File: src/sv/assert_macros.svh
// Assertion macros shared by the text console writer RTL.
// Depends on nothing; the using module must provide i_clk and i_rst_n.
`ifndef ASSERT_MACROS_SVH
`define ASSERT_MACROS_SVH

// A condition that must hold at every clock edge outside reset.
`define TCW_ASSERT(label, cond, msg) \
    label: assert property (@(posedge i_clk) disable iff (!i_rst_n) (cond)) \
        else $error(msg);

// An implication checked at every clock edge outside reset.
`define TCW_ASSERT_IMPL(label, ante, cons, msg) \
    label: assert property (@(posedge i_clk) disable iff (!i_rst_n) (ante) |-> (cons)) \
        else $error(msg);

`endif

File: src/sv/tcw_pkg.sv
// Shared types and constants of the text console writer.
// Depends on nothing; used by every other file of the block but assert_macros.svh.
package tcw_pkg;

    localparam int SCREEN_COLS = 80;
    localparam int SCREEN_ROWS = 25;
    localparam int CELLS       = SCREEN_ROWS * SCREEN_COLS;
    localparam int ADDR_W      = $clog2(CELLS);

    localparam int COL_W  = 7;
    localparam int ROW_W  = 5;
    localparam int CHAR_W = 8;
    localparam int REQ_W  = 2;

    localparam logic [COL_W-1:0] LAST_COL = COL_W'(SCREEN_COLS - 1);
    localparam logic [ROW_W-1:0] LAST_ROW = ROW_W'(SCREEN_ROWS - 1);

    localparam logic [CHAR_W-1:0] CH_NUL     = 8'h00;
    localparam logic [CHAR_W-1:0] CH_NEWLINE = 8'h0A;
    localparam logic [CHAR_W-1:0] CH_TOGGLE  = 8'h23;

    localparam logic [REQ_W-1:0] REQ_STRING = 2'd0;
    localparam logic [REQ_W-1:0] REQ_RAW    = 2'd1;
    localparam logic [REQ_W-1:0] REQ_READ   = 2'd2;

    typedef enum logic [2:0] {
        OP_NOP,
        OP_TOGGLE,
        OP_NEWLINE,
        OP_CHAR,
        OP_READ
    } t_op;

    typedef struct packed {
        t_op               op;
        logic [CHAR_W-1:0] ch;
        logic [ROW_W-1:0]  row;
        logic [COL_W-1:0]  col;
    } t_cmd;

    // Command handed from the front end to the queue, and queue head to the back end.
    typedef struct packed {
        logic valid;
        t_cmd cmd;
    } t_slot;

    typedef struct packed {
        logic [CHAR_W-1:0] normal;
        logic [CHAR_W-1:0] bright;
    } t_attr;

    typedef struct packed {
        logic [COL_W-1:0]  cursor_col;
        logic [ROW_W-1:0]  cursor_row;
        logic              bright_on;
        logic              did_scroll;
        logic [CHAR_W-1:0] cell_char;
        logic [CHAR_W-1:0] cell_attr;
    } t_res;

endpackage

File: src/sv/tcw_if.sv
// Request and result channel interfaces of the text console writer.
// Depends on tcw_pkg for the field widths.
interface tcw_req_if;
    import tcw_pkg::*;

    logic              valid;
    logic              ready;
    logic [REQ_W-1:0]  req_type;
    logic [CHAR_W-1:0] char_code;
    logic [ROW_W-1:0]  read_row;
    logic [COL_W-1:0]  read_col;

    modport source (output valid, req_type, char_code, read_row, read_col, input ready);
    modport sink   (input valid, req_type, char_code, read_row, read_col, output ready);
endinterface


File: src/sv/tcw_front.sv
// Front end: accepts requests and reduces them to back-end commands.
// Depends on tcw_pkg and tcw_req_if.
module tcw_front (
    tcw_req_if.sink       i_req,
    input  logic          i_full,
    input  logic          i_busy,
    output tcw_pkg::t_slot o_push
);
    import tcw_pkg::*;

    t_op w_op;

    assign i_req.ready = !i_full && !i_busy;

    always_comb begin
        unique case (i_req.req_type)
            REQ_STRING: begin
                if (i_req.char_code == CH_TOGGLE) begin
                    w_op = OP_TOGGLE;
                end else if (i_req.char_code == CH_NUL) begin
                    w_op = OP_NOP;
                end else if (i_req.char_code == CH_NEWLINE) begin
                    w_op = OP_NEWLINE;
                end else begin
                    w_op = OP_CHAR;
                end
            end
            REQ_RAW: begin
                w_op = (i_req.char_code == CH_NEWLINE) ? OP_NEWLINE : OP_CHAR;
            end
            REQ_READ: begin
                // Reads outside the screen return an empty cell, as a no-op does.
                if (i_req.read_row <= LAST_ROW && i_req.read_col <= LAST_COL) begin
                    w_op = OP_READ;
                end else begin
                    w_op = OP_NOP;
                end
            end
            default: begin
                w_op = OP_NOP;
            end
        endcase
    end

    assign o_push.valid   = i_req.valid && i_req.ready;
    assign o_push.cmd.op  = w_op;
    assign o_push.cmd.ch  = i_req.char_code;
    assign o_push.cmd.row = i_req.read_row;
    assign o_push.cmd.col = i_req.read_col;

endmodule

File: src/flat_wrapper.sv
// flat-port wrapper written by rule: the top's interface ports become plain ports
module tcw_front_flat import tcw_pkg::*;
  (i_full, i_busy, o_push, i_req_valid, i_req_req_type, i_req_char_code, i_req_read_row, i_req_read_col, i_req_ready);
  tcw_req_if i_req_i ();
  input  logic i_full;
  input  logic i_busy;
  output tcw_pkg::t_slot o_push;
  input wire logic [$bits(i_req_i.valid)-1:0] i_req_valid;
  input wire logic [$bits(i_req_i.req_type)-1:0] i_req_req_type;
  input wire logic [$bits(i_req_i.char_code)-1:0] i_req_char_code;
  input wire logic [$bits(i_req_i.read_row)-1:0] i_req_read_row;
  input wire logic [$bits(i_req_i.read_col)-1:0] i_req_read_col;
  output wire logic [$bits(i_req_i.ready)-1:0] i_req_ready;
  assign i_req_i.valid = i_req_valid;
  assign i_req_i.req_type = i_req_req_type;
  assign i_req_i.char_code = i_req_char_code;
  assign i_req_i.read_row = i_req_read_row;
  assign i_req_i.read_col = i_req_read_col;
  assign i_req_ready = i_req_i.ready;
  tcw_front u_core (.i_req(i_req_i), .i_full(i_full), .i_busy(i_busy), .o_push(o_push));
endmodule
File: config.mk
export PLATFORM = sky130hd
export DESIGN_NAME = tcw_front_flat
export DESIGN_NICKNAME = d
export VERILOG_FILES = /design/src/sv/assert_macros.svh /design/src/sv/tcw_pkg.sv /design/src/sv/tcw_if.sv /design/src/sv/tcw_front.sv /design/src/flat_wrapper.sv
export SDC_FILE = /design/constraint.sdc
export NUM_CORES = 1
export LEC_CHECK = 0
export BUFFER_PORTS_ARGS = -buffer_cell sky130_fd_sc_hd__buf_2
export CORE_AREA = 10 10 47 49
export DETAILED_ROUTE_END_ITERATION = 16
export DIE_AREA = 0 0 57 59
export PLACE_DENSITY_LB_ADDON = 0.08
export SLEW_MARGIN = 0
export SYNTH_ARGS = -nofsm -noshare
export SYNTH_HDL_FRONTEND = slang
export SYNTH_SLANG_ARGS = --single-unit
File: constraint.sdc
create_clock -name vclk -period 1.8
set_clock_uncertainty 0.05 [all_clocks]
set_input_delay 0.45 -clock vclk [all_inputs]
set_output_delay 0.45 -clock vclk [all_outputs]
set_load 0.005 [all_outputs]
==> impl_metrics.json <==
{
  "power.density_nw_per_um2": 207,
  "final_util_pct": 23.6,
  "period_minus_slack_ns": 1.70,
  "met1_usage_pct": 4.62,
  "cts_hold_buf": 0,
  "nNetsFinal": 84,
  "synth_top_area_share_pct": 63.5,
  "status": "completed",
  "dr.pass1.iters": 2,
  "ant_nets": 0,
  "num_vias": 287,
  "synth_cell_types": 12,
  "wl_per_cell_um": 13.5,
  "cts_setup_buffers": 0,
  "synthTopCellsByArea": "buf_4 63%, a31oi_1 5.3%, mux2_2 4.8%",
  "worst_slack_ns": 0.0988,
  "crit_required_ns": 1.30,
  "holdPathStages": 0,
  "drive_gt1_share_pct": 78.9,
  "min-delay-path-class": "input port to output pin",
  "slew_headroom_pct": 85.0,
  "drc": 0,
  "dpl_cell_area_sq_um": 324,
  "whs_ns": 0.850,
  "fin_setup_tns_ns": 0,
  "tightest_slew_ns": 0.222,
  "antenna_cells": 0,
  "grt_use_met2_pct": 9.77,
  "arrival_ns": 1.20,
  "synth_area_sq_um": 236,
  "whs_endpoint": "o_push[3]",
  "grt_max_degree": 5,
  "synth_area_leader_cell": "buf_4",
  "die_x_um": 57,
  "drtIter0Drc": 1,
  "fin_cells": 73,
  "design.seq.count": 0,
  "syn_to_final_growth_pct": 39.7,
  "grt_use_total_pct": 5.05,
  "critical_path.max_fanout": 4,
  "dieHeight_um": 59,
  "port_buffers": 42,
  "met3_usage_pct": 3.22,
  "syn_area_per_cell_sq_um": 6.96,
  "startpoint_type": "input port",
  "cp-end-kind": "output pin",
  "synth_nets": 59,
  "hold_violations": 0,
  "finalSetupViolCount": 0,
  "grt_pass1_wl_um": 1480,
  "post-place-ws_ns": 0.0306,
  "seq_area_sq_um": 0,
  "min_from": "i_req_read_col[3]",
  "fmax_mhz": 588,
  "grt_pass1_vias": 309,
  "synthCells": 34,
  "cap_violations": 0,
  "rsz0062_at_grt": "no",
  "vias_per_cell": 3.93,
  "totalPowerFinal_mw": 0.0685,
  "totalWireLength_um": 982,
  "num_rows": 14,
  "yosys_warnings": 0,
  "synth_most_common_cell": "buf_4",
  "coreArea_sq_um": 1400,
  "cts_resized": 0,
  "start_util_pct": 16.9,
  "ys_top_cells_by_count": "20 x buf_4, 3 x nor2_1, 2 x a31oi_1",
  "grt.busiest_layer": "met2",
  "worstSetupPathType": "input port to output pin",
  "antenna_found_initial": 0,
  "final_area_sq_um": 330,
  "die_area_sq_um": 3360,
  "drv_slew": 0,
  "grt_overflow_total": 0,
  "peakVddDrop_mv": 0.0417,
  "io_pins": 50,
  "placed_cells": 73,
  "seq_area_frac_synth_pct": 0,
  "clkbuf_count": 0,
  "min_period_over_period_pct": 94.5,
  "place_congestion": 0.563,
  "leakagePower_nw": 0.207
}
-- logic make-up after synthesis --
family	Yosys count	share of synthesized area (%)
buffers and inverters	20	63.5
muxes	1	4.76
AOI/OAI and AO/OA	4	11.1
and+or+nand+nor	9	20.6
-- layout make-up --
cell class,instances,area (sq um)
repair buffers,43,218
multi-input cells,14,92.6
fillers,174,1070
well taps,16,20.0
-- power breakdown --
part	total, mW	internal [mW]	leakage [nW]	switching, mW
Sequential	0	0	0	0
Combinational	0.0685	0.0390	0.207	0.0295
Clock	0	0	0	0
Total	0.0685	0.0390	0.207	0.0295
-- worst max-delay path, cell delays in order --
cell and delay [ns]:
buf_2 0.12, or3_1 0.36, nand2_1 0.07, a31oi_1 0.08
buf_2 0.13
-- per-layer routing --
layer | share of wire (%) | vias to the layer above
met5 | 0 | -
li1 | - | 144
met2 | 52 | 25
met3 | 16 | 0
met4 | 0 | 0
met1 | 32 | 118
-- cell usage in the layout, fill, tap and decap left out --
master,Yosys,final
mux2_2,1,1
nor2_1,3,3
nor4_2,0,1
and4b_1,1,1
buf_2,0,42
nand2_1,1,1
or3_1,1,1
o21ai_0,1,1
a31oi_1,2,2
o311ai_1,1,1
buf_4,20,1
and2_1,1,1
nand3_1,1,1
-- worst max-delay path by stage --
| stage | startpoint | to | cells after the start |
|---|---|---|---|
| global route | i_req_char_code[5] | o_push[21] | 5 |
| finish | i_req_char_code[5] | o_push[21] | 5 |
| CTS | i_req_char_code[4] | o_push[21] | 5 |
| detailed placement | i_req_char_code[4] | o_push[21] | 5 |
| global placement | i_req_char_code[4] | o_push[21] | 5 |
| floorplan | i_req_char_code[5] | o_push[21] | 3 |
(Power assumes the default switching activity.)
