--- src/sv/assert_macros.svh ---
// Assertion macros shared by the text console writer RTL.
// Depends on nothing; the using module must provide i_clk and i_rst_n.
`ifndef ASSERT_MACROS_SVH
`define ASSERT_MACROS_SVH

// A condition that must hold at every clock edge outside reset.
`define TCW_ASSERT(label, cond, msg) \
    label: assert property (@(posedge i_clk) disable iff (!i_rst_n) (cond)) \
        else $error(msg);

// An implication checked at every clock edge outside reset.
`define TCW_ASSERT_IMPL(label, ante, cons, msg) \
    label: assert property (@(posedge i_clk) disable iff (!i_rst_n) (ante) |-> (cons)) \
        else $error(msg);

`endif

--- src/sv/tcw_pkg.sv ---
// Shared types and constants of the text console writer.
// Depends on nothing; used by every other file of the block but assert_macros.svh.
package tcw_pkg;

    localparam int SCREEN_COLS = 80;
    localparam int SCREEN_ROWS = 25;
    localparam int CELLS       = SCREEN_ROWS * SCREEN_COLS;
    localparam int ADDR_W      = $clog2(CELLS);

    localparam int COL_W  = 7;
    localparam int ROW_W  = 5;
    localparam int CHAR_W = 8;
    localparam int REQ_W  = 2;

    localparam logic [COL_W-1:0] LAST_COL = COL_W'(SCREEN_COLS - 1);
    localparam logic [ROW_W-1:0] LAST_ROW = ROW_W'(SCREEN_ROWS - 1);

    localparam logic [CHAR_W-1:0] CH_NUL     = 8'h00;
    localparam logic [CHAR_W-1:0] CH_NEWLINE = 8'h0A;
    localparam logic [CHAR_W-1:0] CH_TOGGLE  = 8'h23;

    localparam logic [REQ_W-1:0] REQ_STRING = 2'd0;
    localparam logic [REQ_W-1:0] REQ_RAW    = 2'd1;
    localparam logic [REQ_W-1:0] REQ_READ   = 2'd2;

    typedef enum logic [2:0] {
        OP_NOP,
        OP_TOGGLE,
        OP_NEWLINE,
        OP_CHAR,
        OP_READ
    } t_op;

    typedef struct packed {
        t_op               op;
        logic [CHAR_W-1:0] ch;
        logic [ROW_W-1:0]  row;
        logic [COL_W-1:0]  col;
    } t_cmd;

    // Command handed from the front end to the queue, and queue head to the back end.
    typedef struct packed {
        logic valid;
        t_cmd cmd;
    } t_slot;

    typedef struct packed {
        logic [CHAR_W-1:0] normal;
        logic [CHAR_W-1:0] bright;
    } t_attr;

    typedef struct packed {
        logic [COL_W-1:0]  cursor_col;
        logic [ROW_W-1:0]  cursor_row;
        logic              bright_on;
        logic              did_scroll;
        logic [CHAR_W-1:0] cell_char;
        logic [CHAR_W-1:0] cell_attr;
    } t_res;

endpackage

--- src/sv/tcw_queue.sv ---
// Two-entry command queue between the front end and the back end.
// Depends on tcw_pkg.
module tcw_queue (
    input  logic           i_clk,
    input  logic           i_rst_n,
    input  tcw_pkg::t_slot i_push,
    input  logic           i_pop,
    output logic           o_full,
    output tcw_pkg::t_slot o_head
);
    import tcw_pkg::*;

    t_cmd       r_q [2];
    logic       r_wr_ptr;
    logic       r_rd_ptr;
    logic [1:0] r_count;
    logic [1:0] n_count;

    always_comb begin
        n_count = r_count;
        if (i_push.valid && !i_pop) begin
            n_count = r_count + 2'd1;
        end else if (!i_push.valid && i_pop) begin
            n_count = r_count - 2'd1;
        end
    end

    always_ff @(posedge i_clk) begin
        if (!i_rst_n) begin
            r_wr_ptr <= 1'b0;
            r_rd_ptr <= 1'b0;
            r_count  <= 2'd0;
        end else begin
            if (i_push.valid) begin
                r_wr_ptr <= ~r_wr_ptr;
            end
            if (i_pop) begin
                r_rd_ptr <= ~r_rd_ptr;
            end
            r_count <= n_count;
        end
    end

    always_ff @(posedge i_clk) begin
        if (i_push.valid) begin
            r_q[r_wr_ptr] <= i_push.cmd;
        end
    end

    assign o_full       = (r_count == 2'd2);
    assign o_head.valid = (r_count != 2'd0);
    assign o_head.cmd   = r_q[r_rd_ptr];

endmodule

--- config.mk ---
export PLATFORM = sky130hd
export DESIGN_NAME = tcw_queue
export DESIGN_NICKNAME = d
export VERILOG_FILES = /design/src/sv/assert_macros.svh /design/src/sv/tcw_pkg.sv /design/src/sv/tcw_queue.sv
export SDC_FILE = /design/constraint.sdc
export NUM_CORES = 1
export LEC_CHECK = 0
export BUFFER_PORTS_ARGS = -buffer_cell sky130_fd_sc_hd__buf_2
export CORE_UTILIZATION = 46
export DETAILED_ROUTE_END_ITERATION = 12
export PLACE_DENSITY = 0.86
export SETUP_SLACK_MARGIN = 0.1
export SKIP_LAST_GASP = 1
export SYNTH_ARGS = -nofsm -noshare
export SYNTH_HDL_FRONTEND = slang
export SYNTH_SLANG_ARGS = --single-unit
--- constraint.sdc ---
create_clock -name i_clk -period 2 [get_ports i_clk]
set_input_delay 0.6 -clock i_clk [delete_from_list [all_inputs] [get_ports i_clk]]
set_output_delay 0.6 -clock i_clk [all_outputs]
set_load 0.02 [all_outputs]
==> results.md, run 1 <==
- Setup Slack @ Placement: 0.252 ns
- # diodes: 0
- Leakage: 1.02 nW
- WL/cell: 15.8 µm
- Clk root buf: clkbuf_8
- Initial Utilization: 0.494
- Minimum clock period: 1.95 ns
- Dpl hpwl: 2120 µm
- Cell Pwr Density: 857 nW/µm²
- CTS Sinks: 51
- Hold endpoint: r_q[0][9]
- Slew of the pin with the lowest slew margin: 0.200 ns
- Setup Crit Path Kind: reg -> out
- CTS clk-pin slew, worst paths: 0.08 ns
- Yosys top cell by area: edfxtp_1
- DRT Pass-1 Iters: 4
- Crit share post-route: 0.977
- R2r setup slk: 0.90 ns
- Critical path fanouts, max: 7
- Sw Ratio: 0.228
- Sequential fraction of the synthesis area: 0.789
- Post-Syn Instances: 93
- CTS Buf Count: 5
- Clock Latency Late Sink: 0.29 ns
- R2r endpoint: r_count[1]
- Nets: 187
- Via density: 4.80
- FMAX: 0.512 GHz
- Final Max Tran Viols: 0
- Area share of the largest cell type after synthesis: 0.736
- Pint: 1.70 mW
- Die Footprint: 4340 µm²
- Count of final setup violators: 0
- Syn-to-layout area delta: 36.7%
- Clock Tree Buf Depth: 2
- Worst Setup End Kind: output port
- Die Y: 65.9 µm
- Hold buffer count at CTS: 0
- RSZ-0062 raised after global routing: true
- TritonCTS clock tree: built
- Worst slew margin: 0.867
- Number of global-route vias before repair: 992
- Setup ws final: 0.0455 ns
- Logic pwr share: 0.190
- Site Rows: 22
- DR vias: 998
- Clock Skew: 0.00451 ns
- GRT Resource Usage Total: 0.152
- CP startpoint kind: flip-flop
- Worst Path Arrival: 1.35 ns
- CTS H-Tree Depth: 2
- First-pass GRT wire length: 4620 µm
- # port buffers: 51
- Worst VDD drop: 0.685 mV
- Antenna violations before repair: 0
- Drt drc: 0
- Net count after synthesis: 121
- DR iter-0 viols: 58
- WL final: 3280 µm
- Flop pwr share: 0.570
- Reg2Reg Depth: 3
- Critical Path RT: 1.40 ns
- MaxCap Viol Count: 0
- Routed Antenna Nets: 0
- Status: complete, no violations
- Hold path startpoint: i_push[9]
- Dominant cells by area after synthesis: edfxtp_1 74%, mux2_2 14%, dfxtp_1 5.3%
- Library cells used by synthesis: 16
- Cells after DPL: 195
- Top-level port count: 52
- Most frequent cells in the layout: 46 x edfxtp_1, 31 x buf_2, 21 x buf_6
- Congestion Overflow GR: 0
- Commonest non-fill, non-tap cell in the layout: edfxtp_1
- Area of the mapped netlist: 1880 µm²
- WHS: 0.494 ns
- Switching Power: 0.501 mW
- Fin. Hold Viols: 0
- Post-Layout Inst Area: 2560 µm²
- Hold path depth: 1
- Synth warn: 0
- Fill cells: 251
- Reg2reg start: r_count[0]
- Total negative slack: 0 ns
- FF+latch count, synth: 51
- Non-Filler Instances: 208
- Largest net degree at the start of global routing: 21
- Die width: 65.9 µm
- Core ar.: 3800 µm²
- Worst hold path type: in -> reg
- GPL Wtd Cong: 0.669
- Synthesized area per cell: 20.2 µm²
- Clock share of power: 0.240
- Post-DP Area: 2230 µm²
- Layout cells sized above 1: 0.588
==> worst max-delay path by stage <==
stage,cells past startpoint,to
floorplan,1,r_q[0][0]
global placement,3,o_head[9]
detailed placement,3,o_head[9]
CTS,3,o_head[9]
global route,3,o_head[1]
finish,3,o_head[1]
==> per-layer routing <==
layer	share of wire	wire, µm	GRT usage	vias up
met3	0.034	113	0.0431	5
met4	0.012	40	0.0652	0
met1	0.41	1360	0.182	485
met5	0	0	0	-
li1	-	-	-	484
met2	0.54	1770	0.254	24
==> worst max-delay path: stages (launching register included) <==
cell and delay, ns:
dfxtp_4 0.43, buf_6 0.15, mux2_2 0.35, buf_6 0.13
==> flip-flops by register name (all words and copies together), names as in the netlist, named ones only <==
register  cells
r_count       2
r_q          46
r_wr_ptr      1
r_rd_ptr      1
==> cells in the mapped netlist <==
| cell | n |
|---|---|
| a21boi_1 | 1 |
| ha_1 | 1 |
| or2_2 | 1 |
| buf_4 | 2 |
| o21ai_0 | 1 |
| edfxtp_1 | 46 |
| dfxtp_1 | 5 |
| mux2_2 | 23 |
| and2_1 | 4 |
| xor2_1 | 2 |
| and2b_2 | 1 |
| nor2b_1 | 2 |
| xnor2_1 | 1 |
| o21a_1 | 1 |
| inv_1 | 1 |
| or3_1 | 1 |
==> stage by stage <==
stage	power [mW]	util
after global placement	1.56	0.587
final	2.20	0.675
after floorplan	1.46	-
after CTS	2.10	0.609
after detailed placement	1.58	0.587
after global routing	2.28	0.675
==> logic make-up (layout without fill, tap and decap cells) <==
group / Yosys count / count (layout) / synth area share
flip-flops: 51 / 51 / 0.789
multiplexers: 23 / 23 / 0.138
AND/OR/NAND/NOR: 9 / 9 / 0.0313
AO/OA/AOI/OAI: 3 / 3 / 0.0107
XOR/XNOR: 3 / 3 / 0.0140
buffers and inverters: 3 / 70 / 0.0100
adder cells (fa/ha/maj): 1 / 1 / 0.00667
==> layout make-up <==
cell class,count,area (µm²),share of cell area
Clock inverter,1,5.00,0.00195
Clock buffer,7,76.3,0.0298
Inverter,1,3.75,0.00146
Timing Repair Buffer,61,507,0.198
Tap cell,48,60.1,0.0234
Multi-Input combinational cell,39,428,0.167
Sequential cell,51,1490,0.579
==> power groups by stage <==
| stage | Combinational [mW] | Clock [mW] | Sequential [mW] |
|---|---|---|---|
| after CTS | 0.310 | 0.542 | 1.25 |
| after global routing | 0.439 | 0.579 | 1.26 |
| after floorplan | 0.196 | 0 | 1.27 |
| final | 0.418 | 0.528 | 1.25 |
| after detailed placement | 0.308 | 0 | 1.27 |
| after global placement | 0.297 | 0 | 1.27 |
==> repair_timing <==
action / 4_1_cts / 5_1_grt
setup endpoints to repair: 20 / 20
resized for setup: 1 / 54
gates cloned: 0 / 3
buffers inserted: 0 / 2
Power figures use the tool's default switching activity.
==> run 2, diff against run 1 <==
--- a/config.mk
+++ b/config.mk
@@ -6,9 +6,9 @@
 export NUM_CORES = 1
 export LEC_CHECK = 0
 export BUFFER_PORTS_ARGS = -buffer_cell sky130_fd_sc_hd__buf_2
-export CORE_UTILIZATION = 46
+export CORE_UTILIZATION = 51
 export DETAILED_ROUTE_END_ITERATION = 12
-export PLACE_DENSITY = 0.86
+export PLACE_DENSITY = 0.9
 export SETUP_SLACK_MARGIN = 0.1
 export SKIP_LAST_GASP = 1
 export SYNTH_ARGS = -nofsm -noshare
==> constraint.sdc (replaced) <==
create_clock -name i_clk -period 1.8 [get_ports i_clk]
set_input_delay 0.54 -clock i_clk [delete_from_list [all_inputs] [get_ports i_clk]]
set_output_delay 0.54 -clock i_clk [all_outputs]
set_load 0.02 [all_outputs]
==> run 2 against run 1 <==
The run now ends with setup timing left. Cell count decreased by 2.4%. Hold slack got worse by 0.071 ns. Register-to-register slack got worse by 0.14 ns. Via count increased by 0.30%. Clock power increased by 44%. Count of clock-buffer cells in the layout decreased by 2. Clock skew increased by 0.0044 ns. Routed wire length decreased by 4.3%. Critical path type unchanged.
==> results.md, run 2 (synthesis gave the netlist of run 1 again) <==
- Die Footprint: 3930 µm² (-9.5%)
- Minimum clock period: 1.86 ns
- Biggest register: r_q
- DR iter-0 viols: 37 (-36%)
- Crit share post-route: 1.04
- DR vias: 1001 (+0.30%)
- Critical Path RT: 1.26 ns (-0.14 ns)
- Count of final setup violators: 23 (+23)
- Layout cells sized above 1: 0.592 (+0.00486)
- Slew of the pin with the lowest slew margin: 0.186 ns (-0.0139 ns)
- Syn-to-layout area delta: 32.7%
- Congestion Overflow GR: 0 (unchanged)
- Top Registers: r_q x46, r_count x2
- First-pass GRT wire length: 4660 µm (+1.0%)
- CTS H-Tree Depth: 2 (unchanged)
- CTS clk-pin slew, worst paths: 0.09 ns (about the same)
- Status: finished with violations
- Worst hold path type: in -> reg
- Met2 Track Usage GR: 0.281 (+0.0274)
- Hold path startpoint: i_push[1]
- Max FFs per register: 46 (unchanged)
- Post-CTS Setup Bufs: 0 (unchanged)
- Pint: 1.99 mW (+17%)
- Dpl hpwl: 2040 µm (-4.0%)
- CTS Buf Count: 5 (unchanged)
- Worst VDD drop: 0.615 mV (-10%)
- Fin. Hold Viols: 0 (unchanged)
- Routed Antenna Nets: 0 (unchanged)
- R2r setup slk: 0.76 ns (-0.14 ns)
- Cell Pwr Density: 1030 nW/µm² (+20%)
- Top-level port count: 52 (unchanged)
- Number of global-route vias before repair: 1007 (+1.5%)
- FMAX: 0.537 GHz
- Flop pwr share: 0.542 (-0.028)
- Clk root buf: clkbuf_8
- CTS Sinks: 51 (unchanged)
- GRT Resource Usage Total: 0.161 (+0.00870)
- Worst path max stage delay: 0.39 ns (-0.04 ns)
- Setup Crit Path Kind: reg -> out
- Largest net degree at the start of global routing: 18 (-14%)
- # port buffers: 51 (unchanged)
- Hold path depth: 1 (unchanged)
- CP startpoint kind: flip-flop
- Worst Setup End Kind: output port
- WL final: 3140 µm (-4.3%)
- WL/cell: 15.5 µm (-1.9%)
- Logic pwr share: 0.161 (-0.029)
- Hold endpoint: r_q[0][1]
- Die Y: 62.7 µm (-4.9%)
- Clock share of power: 0.297 (+0.057)
- Clock Latency Late Sink: 0.30 ns (about the same)
- Grt met3 use: 0.0438 (+0.000692)
- Setup ws final: -0.0639 ns (-0.109 ns)
- GRT met1 Usage: 0.180 (-0.00272)
- Core ar.: 3440 µm² (-9.4%)
- Setup Slack @ Placement: 0.222 ns (-0.0303 ns)
- Sw Ratio: 0.224 (-0.00364)
- Reg2Reg Depth: 3 (unchanged)
- Initial Utilization: 0.545 (+0.0512)
- Commonest non-fill, non-tap cell in the layout: edfxtp_1
- Antenna violations before repair: 0 (unchanged)
- Leakage: 0.980 nW (-4.4%)
- R2r endpoint: r_count[1]
- Failing checks: setup timing
- Drt drc: 0 (unchanged)
- Final Max Tran Viols: 0 (unchanged)
- Post-Layout Inst Area: 2490 µm² (-2.9%)
- DRT Pass-1 Iters: 4 (unchanged)
- Die width: 62.7 µm (-4.9%)
- MaxCap Viol Count: 0 (unchanged)
- Reg2reg start: r_count[0]
- Critical path fanouts, max: 9 (+2)
- Worst slew margin: 0.876 (+0.00925)
- Nets: 184 (-1.6%)
- # diodes: 0 (unchanged)
- GPL Wtd Cong: 0.665 (-0.61%)
- Switching Power: 0.574 mW (+15%)
- RSZ-0062 raised after global routing: true
- Via density: 4.93 (+2.8%)
- Most used routing layer in global routing: met2
- Slowest cell on crit path: dfxtp_4
- Worst Path Arrival: 1.32 ns (-0.03 ns)
- Clock Skew: 0.00888 ns (+0.00438 ns)
- Crit-path cells: buf_12 -> mux2_2 -> buf_2
- Site Rows: 21 (-4.5%)
- Post-DP Area: 2230 µm² (+0.22%)
- TritonCTS clock tree: built
- Clock Tree Buf Depth: 2 (unchanged)
- Most frequent cells in the layout: 46 x edfxtp_1, 37 x buf_2, 17 x mux2_2
- Hold buffer count at CTS: 0 (unchanged)
## run 2: worst max path at each step
stage                 endpoint  cells after the start
floorplan            r_q[0][0]                      1
global placement    o_head[22]                      3
detailed placement  o_head[20]                      3
CTS                 o_head[20]                      3
global route         o_head[3]                      3
finish              o_head[20]                      3
## run 2: layout make-up
cell class / count / area, µm²
Clock inverter: 3 / 43.8
Multi-Input combinational cell: 39 / 402
Clock buffer: 5 / 68.8
Sequential cell: 51 / 1490
Tap cell: 46 / 57.6
Timing Repair Buffer: 58 / 429
Fill cell: 237 / 952
Inverter: 1 / 3.75
## run 2: power by group through the flow
stage | clock (mW) | sequential (mW) | combinational, mW
after CTS | 0.778 | 1.38 | 0.348
after global placement | 0 | 1.41 | 0.336
after global routing | 0.817 | 1.40 | 0.437
after floorplan | 0 | 1.41 | 0.218
after detailed placement | 0 | 1.41 | 0.346
final | 0.761 | 1.39 | 0.413
## run 2: stage by stage
step / utilization / total power [mW] / instances / hold slack [ns] / setup TNS [ns]
final: 0.723 / 2.56 / 203 / 0.423 / -0.915
after global routing: 0.723 / 2.65 / 203 / 0.413 / -2.00
after CTS: 0.682 / 2.51 / 202 / 0.414 / -1.15
after detailed placement: 0.649 / 1.76 / 194 / 0.502 / 0
after global placement: 0.649 / 1.74 / 194 / 0.471 / 0
after floorplan: - / 1.62 / 93 / 0.461 / 0
## run 2: metal layers
layer	up-vias	routed length (µm)
met5	-	0
li1	479	-
met2	34	1720
met3	4	141
met4	0	45
met1	484	1240
## run 2: critical path, delay by kind of cell (launching register included)
kind                   cells  cell delay [ns]
multiplexers               1             0.34
flip-flops                 1             0.39
buffers and inverters      2             0.30
## run 2: timing repair
| action | CTS | global route |
|---|---|---|
| gates cloned | 0 | 1 |
| endpoints found under the setup margin | 23 | 23 |
| resized for setup | 1 | 36 |
==> run 3, diff against run 2 <==
--- a/config.mk
+++ b/config.mk
@@ -6,9 +6,11 @@
 export NUM_CORES = 1
 export LEC_CHECK = 0
 export BUFFER_PORTS_ARGS = -buffer_cell sky130_fd_sc_hd__buf_2
-export CORE_UTILIZATION = 51
+export CORE_ASPECT_RATIO = 1.2
+export CORE_MARGIN = 5
+export CORE_UTILIZATION = 40
 export DETAILED_ROUTE_END_ITERATION = 12
-export PLACE_DENSITY = 0.9
+export PLACE_DENSITY = 0.76
 export SETUP_SLACK_MARGIN = 0.1
 export SKIP_LAST_GASP = 1
 export SYNTH_ARGS = -nofsm -noshare
==> run 3 against run 2 <==
The flow still finishes with violations (setup timing). Routed wire length up 4.4%. Global-route usage down 6.0 points. Sequential cell count unchanged. Maximum frequency up 1.0%. Clock skew down 0.0031 ns. Critical path depth unchanged. Sequential power about the same. Cell count up 6.4%. First-iteration DRC count down 38%. Critical endpoint unchanged.
==> results.md, run 3 (synthesis gave the netlist of run 1 again) <==
- Clock Skew: 0.00581 ns (-0.00307 ns)
- Worst path max stage delay: 0.41 ns (+0.02 ns)
- Hold buffer count at CTS: 0 (unchanged)
- Antenna violations before repair: 0 (unchanged)
- Critical path's top delay family: flip-flops
- Number of global-route vias before repair: 998 (-0.89%)
- Layout cells sized above 1: 0.582 (-0.0101)
- Worst VDD drop: 0.670 mV (+9.0%)
- # diodes: 0 (unchanged)
- FMAX: 0.542 GHz (+1.0%)
- GPL Wtd Cong: 0.704 (+6.0%)
- Critical path fanouts, max: 5 (-4)
- First-pass GRT wire length: 4550 µm (-2.5%)
- Slowest cell on crit path: dfxtp_4
- Top-level port count: 52 (unchanged)
- Routed Antenna Nets: 0 (unchanged)
- DRT Pass-1 Iters: 4 (unchanged)
- RSZ-0062 raised after global routing: true
- Top Registers: r_q x46, r_count x2
- Biggest register: r_q
- Initial Utilization: 0.412 (-0.134)
- WL/cell: 15.2 µm (-1.9%)
- Congestion Overflow GR: 0 (unchanged)
- Critical Path RT: 1.26 ns (about the same)
- Minimum clock period: 1.84 ns (-0.0189 ns)
- Worst hold path type: in -> reg
- Failing checks: setup timing
- GRT Resource Usage Total: 0.101 (-0.0597)
- Crit-path cells: clkbuf_16 -> mux2_4 -> buf_6
- Syn-to-layout area delta: 40.3%
- Worst Setup End Kind: output port
- Die Footprint: 6170 µm² (+57%)
- Largest net degree at the start of global routing: 16 (-2)
- Status: finished with violations
- Setup ws final: -0.0449 ns (+0.0189 ns)
- Via density: 4.63 (-6.2%)
- Site Rows: 27 (+29%)
- CTS H-Tree Depth: 2 (unchanged)
- Count of final setup violators: 23 (unchanged)
- Nets: 185 (+0.54%)
- Commonest non-fill, non-tap cell in the layout: edfxtp_1
- WL final: 3280 µm (+4.4%)
- Fill cells: 368 (+55%)
- CTS Sinks: 51 (unchanged)
- WP buf/inv: 2 (unchanged)
- Worst slew margin: 0.893 (+0.0173)
- Tot Pwr: 2.59 mW (+1.3%)
- Drt drc: 0 (unchanged)
- Die width: 72.5 µm (+16%)
- Clk root buf: clkbuf_8
- Core ar.: 4560 µm² (+32%)
- Post-Layout Inst Area: 2630 µm² (+5.8%)
- Slew of the pin with the lowest slew margin: 0.159 ns (-0.0276 ns)
- CTS Buf Count: 5 (unchanged)
- Final Max Tran Viols: 0 (unchanged)
- Clock Latency Late Sink: 0.29 ns (about the same)
- Clock Tree Buf Depth: 2 (unchanged)
- Post-DP Area: 2240 µm² (+0.11%)
- Setup Crit Path Kind: reg -> out
- MaxCap Viol Count: 0 (unchanged)
- Max FFs per register: 46 (unchanged)
- CP startpoint kind: flip-flop
- Die Y: 85.0 µm (+36%)
- Dpl hpwl: 2260 µm (+11%)
- TritonCTS clock tree: built
- Fin. Hold Viols: 0 (unchanged)
- DR vias: 999 (-0.20%)
- DR iter-0 viols: 23 (-38%)
- # port buffers: 51 (unchanged)
- Worst Path Arrival: 1.30 ns (-0.02 ns)
- Cell Pwr Density: 985 nW/µm² (-4.3%)
- Crit share post-route: 1.02 (-0.0105)
- Most frequent cells in the layout: 46 x edfxtp_1, 28 x buf_2, 23 x mux2_4
- CTS clk-pin slew, worst paths: 0.08 ns (about the same)
- Leakage: 1.06 nW (+8.6%)
run 3: worst register-to-register path: stages (launching register included):
cell	delay, ns
dfxtp_1	0.35
xor2_1	0.17
or3_1	0.31
a21boi_1	0.14
run 3: path summary, 6_finish.rpt:
| kind | to | slack, ns | from | cells after the start |
|---|---|---|---|---|
| setup / recovery | o_head[20] | -0.04 | flip-flop | 3 |
| hold / removal | r_q[1][9] | 0.43 | i_push[9] | 1 |
| setup reg to reg | r_count[1] | 0.77 | r_count[0] | 3 |
| hold reg to reg | r_count[1] | 0.51 | r_count[1] | 2 |
run 3: per-layer routing:
metal | up-vias | routed length, µm | track usage
met5 | - | 0 | 0
met1 | 480 | 1160 | 0.104
li1 | 482 | - | -
met3 | 4 | 210 | 0.0355
met2 | 33 | 1860 | 0.175
met4 | 0 | 52 | 0.0554
run 3: timing repair:
action / CTS / global route
setup endpoints to repair: 23 / 23
cloned: 1 / 1
gates resized for setup: 16 / 63
buffers inserted: 0 / 0
run 3: final cells by class:
class                      count  area, µm²  area share
sequential                    51       1490       0.564
timing repair buffer          59        500       0.190
multi-input combinational     39        465       0.177
clock buffer                   7       76.3      0.0290
tap                           58       72.6      0.0276
clock inverter                 1       30.0      0.0114
inverter                       1       3.75     0.00143
run 3: power by group:
group	leakage [nW]	total [mW]	switching (mW)	internal (mW)
clock network	0.0524	0.725	0.309	0.415
logic	0.538	0.479	0.213	0.266
registers	0.474	1.39	0.0284	1.36
total	1.06	2.59	0.551	2.04
run 3: per-stage QoR:
step	util	instances	hold WS (ns)	setup slack, ns	setup TNS (ns)
after floorplan	-	93	0.461	0.196	0
after global placement	0.491	206	0.480	0.223	0
after detailed placement	0.491	206	0.511	0.209	0
after CTS	0.526	215	0.425	-0.0773	-1.30
after global routing	0.578	216	0.417	-0.0979	-1.88
final	0.578	216	0.434	-0.0449	-0.588
